## config.mk

```make
export PLATFORM = sky130hd
export DESIGN_NAME = pwic_ram
export DESIGN_NICKNAME = d
export VERILOG_FILES = /design/src/pwic_ram.sv
export SDC_FILE = /design/constraint.sdc
export NUM_CORES = 1
export LEC_CHECK = 0
export BUFFER_PORTS_ARGS = -buffer_cell sky130_fd_sc_hd__buf_2
export CELL_PAD_IN_SITES_DETAIL_PLACEMENT = 2
export CELL_PAD_IN_SITES_GLOBAL_PLACEMENT = 2
export CORE_UTILIZATION = 45
export DETAILED_ROUTE_END_ITERATION = 6
export GPL_ROUTABILITY_DRIVEN = 0
export PLACE_DENSITY = 0.82
export SLEW_MARGIN = 20
export SYNTH_ARGS = -nofsm -noshare
export SYNTH_HDL_FRONTEND = slang
export SYNTH_SLANG_ARGS = --single-unit
```

## constraint.sdc

```tcl
create_clock -name clock -period 1.96 [get_ports clock]
set_input_delay 0.294 -clock clock [delete_from_list [all_inputs] [get_ports clock]]
set_output_delay 0.294 -clock clock [all_outputs]
set_load 0.005 [all_outputs]
```

## src/pwic_ram.sv

```systemverilog
module pwic_ram #(
   parameter int WIDTH = 8,
   parameter int DEPTH = 16,
   localparam int AW = (DEPTH > 1) ? $clog2(DEPTH) : 1
) (
   input  logic             clock,
   input  logic             wr_en,
   input  logic [AW-1:0]    wr_addr,
   input  logic [WIDTH-1:0] wr_data,
   input  logic [AW-1:0]    rd_addr,
   output logic [WIDTH-1:0] rd_data
);

   logic [WIDTH-1:0] mem [DEPTH];
   logic [WIDTH-1:0] rd_data_ff;

   always_ff @(posedge clock) begin
      if (wr_en) begin
         mem[wr_addr] <= wr_data;
      end
      rd_data_ff <= mem[rd_addr];
   end

   assign rd_data = rd_data_ff;

endmodule

```

* Yosys cells after proc, flatten, opt, wreduce, memory -nomap -nowiden
Memories as Yosys holds them, arrays and structs flattened. A register that Yosys moved wholly into a read port is not among the register bits.
Index checks and enable logic that the tools add are counted.
** Word-level totals
- Flip-flop bits (word level) :: 0
- Memory bits (writable) :: 128
- Bits of input ports :: 18
- Output and inout port bits :: 8
- Word-level logic and storage cells :: 3
- Memories kept :: 1
** Memories
- mem :: depth 16, width 8, rd ports 1, clocked after memory_dff 1, write ports 1, RTL line 14 : logic [WIDTH-1:0] mem [DEPTH];
** Operators by class
- Muxes and demuxes :: 2
** Operator list (count)
- $mux W1 :: 2

* Depth between registers and ports, before layout
Gate-level depths: netlist (run 1).
- Depth in word-level cells :: 2
- Depth in mapped cells :: 5
- Mapped depth without buffers :: 3

* Worst setup path after synthesis (run 1)
OpenSTA, ideal clock, no wires.
- Kind :: input-to-reg
- From :: input port wr_addr[2]
- To :: memory mem[0][0], enable pin
- Setup time :: 383 ps
- Arrival :: 1404 ps
- Required time :: 1577 ps
- Path slack :: 173 ps
- Cell stages on the path :: 2
- Buffers on the path :: 0
- Cell sequence :: or3b_2 > nor3_1
** RTL lines
- start, declared :: RTL line 8 : input logic [AW-1:0] wr_addr,
- end, declared :: RTL line 14
No word-level cell before the write port.

==> impl_metrics.ini, run 1 <==
[die]
num_io_pins = 26
core_area_mm2 = 0.0110
design.die.area_mm2 = 0.0119
die_width_um = 109
rows = 38
dieHeight_um = 109
floorplan.initialDensity_pct = 46.9

[grt]
grt_remaining_overflow = 0
track_usage_pct = 22.6
grt_pass1_wl_mm = 17.7
antenna_found_initial = 0
grt_pass1_vias = 2689
grt_max_degree = 17

[clock_network]
cts_sinks = 136
insertion_delay_ns = 0.41
cts.path.max_buffers = 2
ctsHoldBuffers = 0
cts_tree = done
htree_levels = 4
post_cts_resize_count = 0
postCtsSetupRepairBufs = 0
root_buffer = clkbuf_16
cts_buffers = 17
clk_pin_slew_worst_paths_ns = 0.06

[setup_path]
critPathTopFamily = multiplexers
crit_path_end = rd_data[5]
crit_path_max_fanout = 13
worstPathCellList = buf_2 > buf_12 > mux4_1 > a22oi_1 > nand2_1
slowest_delay_ns = 0.58
critical_path_class = input port to register
end_kind = register
r2r_cells = 3
slowest_stage = mux4_1
critPathArrivalTime_ns = 1.73
cp.required_ns = 2.24
cp_num_cells = 5
worstSetupStartpointType = input port
r2r-end = rd_data[5]
rr_startpoint = mem[10][5]
reg2reg_slack_ns = 0.56
startpoint = rd_addr[0]
crit_buf_inv = 2

[sta]
post-route-period-util_pct = 74.1
maxSlewHeadroom_pct = 71.8
rsz0062_at_grt = false
fmax_ghz = 0.689
hold_ws_ns = 0.271
finalCriticalPeriod_ns = 1.45
setup_viol = 0
setup_slack_ns = 0.508
skew_ns = 0.00738
tightest_slew_ns = 0.423
maxSlewViolCount = 0
hold_viol = 0
setup-tns-final_ns = 0

[final_layout]
fin_cells = 439
layout_commonest_cell = edfxtp_1
stdcell_area_mm2 = 0.00616
antenna_cells = 0
fin_util_pct = 56.1
fillers = 897
layout_common_cells = 128 x edfxtp_1, 25 x buf_2, 21 x buf_4
drive_gt1_share_pct = 32.1
final_nets = 305
area_delta_synth_final_pct = 19.8

[job]
maxCapViolations = 0

[routing]
drt_first_iter_violations = 201
routedWlPerCell_um = 27.1
drc = 0
drt-total-wl_mm = 11.9
num_vias = 2510
firstDrtPassIters = 4
final_antenna_net_count = 0
vias_per_cell = 5.72

[power]
power_mw = 6.74
p_leak_nw = 2.11
p_per_area_mw_per_mm2 = 1090
ir_drop_v = 0.000558

[yosys]
synthesis.area_mm2 = 0.00515
synth.avg_cell_area_um2 = 22.5
synth-seq-cells = 136
ys_warn_count = 0
netlist_instances = 229
yosysSeqAreaShare_pct = 77.8
synth_nets = 247
ys.flop_type = edfxtp_1
synth_cell_types = 19
async_flop_share_pct = 0
synth-edff-count = 128

[outcome]
outcome = complete, no violations

[place]
pre_cts_slack_ns = 0.0786
port_buffers = 25
place_inst = 408
place.detailed.hpwl_mm = 8.17
place_area_mm2 = 0.00558

[worst_hold_path]
hold_path_class = input port to register
-- synth_stat cells (2+ instances only) --
library cell     count  area, um2
dfxtp_1              8        160
nand2b_1             2       12.5
edfxtp_1           128       3840
buf_6                3       33.8
clkdlybuf4s25_2      3       30.0
nor3_1               4       20.0
nand3b_1             2       15.0
nor2_1              13       48.8
a22oi_1             16        120
mux4_2              18        405
nand2_1              9       33.8
mux4_1              14        368
buf_2                3       15.0
-- flip-flops by register name (all words and copies together), names as in the netlist --
register,flops
mem,128
rd_data,8
-- routing by layer --
layer	wire length [um]	global-route usage [%]	vias up	part of all wire [%]
li1	-	-	1090	-
met1	5360	31.6	1355	45
met2	6030	35.6	61	51
met3	389	3.95	4	3.3
met4	95	9.27	0	0.80
met5	0	0	-	0
-- worst min path at each step --
stage / from / end / slack (ns) / cells after the start
2_1_floorplan: wr_data[0] / mem[0][0] / 0.39 / 0
3_3_place_gp: mem[4][2] / rd_data[2] / 0.64 / 3
3_5_place_dp: rd_data[4] / rd_data[4] / 0.67 / 1
4_1_cts: wr_data[0] / mem[15][0] / 0.27 / 1
5_1_grt: wr_data[0] / mem[15][0] / 0.27 / 1
6_report: wr_data[3] / mem[12][3] / 0.27 / 1
-- cell type report --
cell class                 count  area (um2)  share of cell area [%]
clock buffer                  18         429                    6.96
timing repair buffer          49         343                    5.56
sequential                   136        4000                    64.9
tap                          140         175                    2.84
clock inverter                13         156                    2.54
multi-input combinational     83        1060                    17.2
-- where the power goes --
part           switching, mW  internal (mW)
registers             0.0269           3.25
clock network           1.16           1.98
logic                  0.181          0.140
total                   1.36           5.38
-- cell families after synthesis --
group | after synthesis | share of synthesized area [%]
DFF | 136 | 77.8
muxes | 32 | 15.0
buffers and inverters | 10 | 1.68
and+or+nand+nor | 35 | 3.18
AOI/OAI and AO/OA | 16 | 2.33
No activity file was read; power rests on OpenSTA's default activity.
==> run 2: changes to the inputs <==
--- a/config.mk
+++ b/config.mk
@@ -5,13 +5,14 @@
 export SDC_FILE = /design/constraint.sdc
 export NUM_CORES = 1
 export LEC_CHECK = 0
+export ABC_AREA = 1
 export BUFFER_PORTS_ARGS = -buffer_cell sky130_fd_sc_hd__buf_2
 export CELL_PAD_IN_SITES_DETAIL_PLACEMENT = 2
 export CELL_PAD_IN_SITES_GLOBAL_PLACEMENT = 2
-export CORE_UTILIZATION = 45
+export CORE_UTILIZATION = 40
 export DETAILED_ROUTE_END_ITERATION = 6
 export GPL_ROUTABILITY_DRIVEN = 0
-export PLACE_DENSITY = 0.82
+export PLACE_DENSITY = 0.86
 export SLEW_MARGIN = 20
 export SYNTH_ARGS = -nofsm -noshare
 export SYNTH_HDL_FRONTEND = slang
==> constraint.sdc (replaced) <==
create_clock -name clock -period 1.5 [get_ports clock]
set_input_delay 0.225 -clock clock [delete_from_list [all_inputs] [get_ports clock]]
set_output_delay 0.225 -clock clock [all_outputs]
set_load 0.005 [all_outputs]
==> run 2 against run 1 <==
Power rose by 31%. Final cell count is 80% higher. Hold slack worse by 0.077 ns. Combinational power is 83% higher. Design area rose by 9.4%. Sequential power increased by 30%. Sequential share of layout area down 5.6 points. Critical path type is now register to output port. Largest cell class unchanged. Highest routed layer unchanged.
==> impl_metrics.ini, run 2 <==
[yosys]
ys_warn_count = 0
synthSimpleGateAreaFrac_pct = 21.0
synth_common_cells = 173 x nand2_1, 128 x edfxtp_1, 100 x inv_1, 97 x nand3_1, 17 x nor2_1
netlist_instances = 551
synthesis.area_mm2 = 0.00577
synth_nets = 569
ys.flop_type = edfxtp_1
synth_compound_area_share_pct = 0
synth_top_family_by_area = simple AND/OR/NAND/NOR gates
synth.area.mux_share_pct = 0
async_flop_share_pct = 0
yosys.area.top_type = edfxtp_1
synth-seq-cells = 136
yosysMostFrequentCell = nand2_1
yosysSeqAreaShare_pct = 69.4
yosys-top-cells-area = edfxtp_1 67%, nand2_1 11%, nand3_1 8.4%
synth_xor_area_share_pct = 0
synth_cell_types = 12
synth_top_cell_area_share_pct = 66.7
synth.avg_cell_area_um2 = 10.5
synthAdderAreaFrac_pct = 0
synth-edff-count = 128

[setup_path]
slowest_delay_ns = 0.37
worstSetupStartpointType = register
end_kind = output port
reg2reg_slack_ns = 0.41
slowest_stage = dfxtp_1
rr_startpoint = mem[1][3]
worstPathCellList = buf_2
critPathArrivalTime_ns = 0.93
cp.required_ns = 1.27
r2r_cells = 6
critPathTopFamily = flip-flops
r2r-end = rd_data[3]
crit_buf_inv = 1
crit_path_max_fanout = 1
critical_path_class = register to output port

[routing]
num_vias = 4126
firstDrtPassIters = 4
drt-total-wl_mm = 17.9
vias_per_cell = 5.22
drt_first_iter_violations = 263
routedWlPerCell_um = 22.7
final_antenna_net_count = 0
drc = 0

[clock_network]
insertion_delay_ns = 0.43
htree_levels = 4
post_cts_resize_count = 0
cts_sinks = 136
postCtsSetupRepairBufs = 0
ctsHoldBuffers = 0
root_buffer = clkbuf_16
cts_buffers = 17
clk_pin_slew_worst_paths_ns = 0.06
cts.path.max_buffers = 2
cts_tree = done

[die]
num_io_pins = 26
dieHeight_um = 122
die_width_um = 122
design.die.area_mm2 = 0.0149
floorplan.initialDensity_pct = 41.2
core_area_mm2 = 0.0140
rows = 43

[worst_hold_path]
holdCritStartpoint = rd_addr[2]
hold_path_class = input port to register
holdPathStages = 4
whs_endpoint = rd_data[1]

[final_layout]
top_register = mem
fillers = 1456
drive_gt1_share_pct = 13.0
fin_util_pct = 48.2
antenna_cells = 0
largest_reg_flops = 128
final_nets = 615
layout_commonest_cell = nand2_1
fin_cells = 790
layout_common_cells = 173 x nand2_1, 128 x edfxtp_1, 100 x inv_1
area_delta_synth_final_pct = 17.0

[sta]
skew_ns = 0.00749
setup-tns-final_ns = 0
maxSlewHeadroom_pct = 69.5
hold_viol = 0
rsz0062_at_grt = false
post-route-period-util_pct = 77.1
fmax_ghz = 0.864
tightest_slew_ns = 0.458
finalCriticalPeriod_ns = 1.16
setup_viol = 0
maxSlewViolCount = 0

[power]
p_per_area_mw_per_mm2 = 1310
p_leak_nw = 2.94
ir_drop_v = 0.000753
power_mw = 8.83

[place]
port_buffers = 25
place.detailed.hpwl_mm = 11.5
place_inst = 758

[grt]
track_usage_pct = 26.1
grt_max_degree = 65
grt_remaining_overflow = 0
grt_pass1_wl_mm = 27.1
grt_pass1_vias = 4605
antenna_found_initial = 0

[outcome]
outcome = complete, no violations

[job]
maxCapViolations = 0
-- run 2: cell count changes in the layout (fill, tap and decap cells not counted), sizes merged, moves of 2 or more --
cell / delta
mux4: -32
nand2: +164
a22oi: -16
nand3: +96
clkbuf: +13
clkinvlp: -3
nor2: +4
nand2b: -2
buf: +2
clkinv: -6
inv: +102
nor3: -4
bufinv: -3
-- run 2: worst min-delay path, delay by kind of cell --
family,cells,cell delay (ns)
AND/OR/NAND/NOR,3,0.22
buffers and inverters,1,0.14
-- run 2: logic make-up after synthesis --
group,after synthesis
DFF,136
and+or+nand+nor,289
buffers and inverters,126
-- run 2: cell type report --
type | count | area [um2] | share of cell area, %
clock buffer | 31 | 558 | 8.27
clock inverter | 1 | 5.00 | 0.0742
inverter | 102 | 383 | 5.68
multi-input combinational | 289 | 1210 | 18.0
sequential | 136 | 4000 | 59.3
tap | 180 | 225 | 3.34
timing repair buffer | 51 | 358 | 5.30
-- run 2: where the power goes --
| group | switching [mW] | leakage, nW | internal (mW) | total (mW) |
|---|---|---|---|---|
| combinational | 0.421 | 1.44 | 0.167 | 0.588 |
| sequential | 0.0332 | 1.22 | 4.25 | 4.28 |
| clock | 1.49 | 0.278 | 2.47 | 3.95 |
| total | 1.94 | 2.94 | 6.88 | 8.83 |
-- run 2: stage by stage --
| step | instance area [um2] | hold WS [ns] | setup slack (ns) |
|---|---|---|---|
| floorplan | 5770 | 0.324 | 0.324 |
| finish | 6750 | 0.193 | 0.343 |
| global route | 6750 | 0.213 | 0.334 |
| CTS | 6750 | 0.189 | 0.328 |
| global placement | 6180 | 0.593 | 0.168 |
| detailed placement | 6180 | 0.602 | 0.111 |
-- run 2: worst max path at each step --
| stage | start | endpoint | slack (ns) | cells after the start |
|---|---|---|---|---|
| floorplan | wr_addr[2] | mem[10][0] | 0.32 | 2 |
| global placement | rd_addr[0] | rd_data[5] | 0.17 | 7 |
| detailed placement | rd_addr[0] | rd_data[6] | 0.11 | 8 |
| CTS | rd_data[0] | rd_data[0] | 0.33 | 1 |
| global route | rd_data[0] | rd_data[0] | 0.33 | 1 |
| finish | rd_data[0] | rd_data[0] | 0.34 | 1 |
-- run 2: metal layers --
metal / vias up / track usage, % / wire length, um
met1: 2126 / 31.7 / 7460
met4: 0 / 12.3 / 507
met3: 39 / 5.99 / 910
li1: 1868 / - / -
met2: 93 / 43.9 / 9060
met5: - / 0 / 0
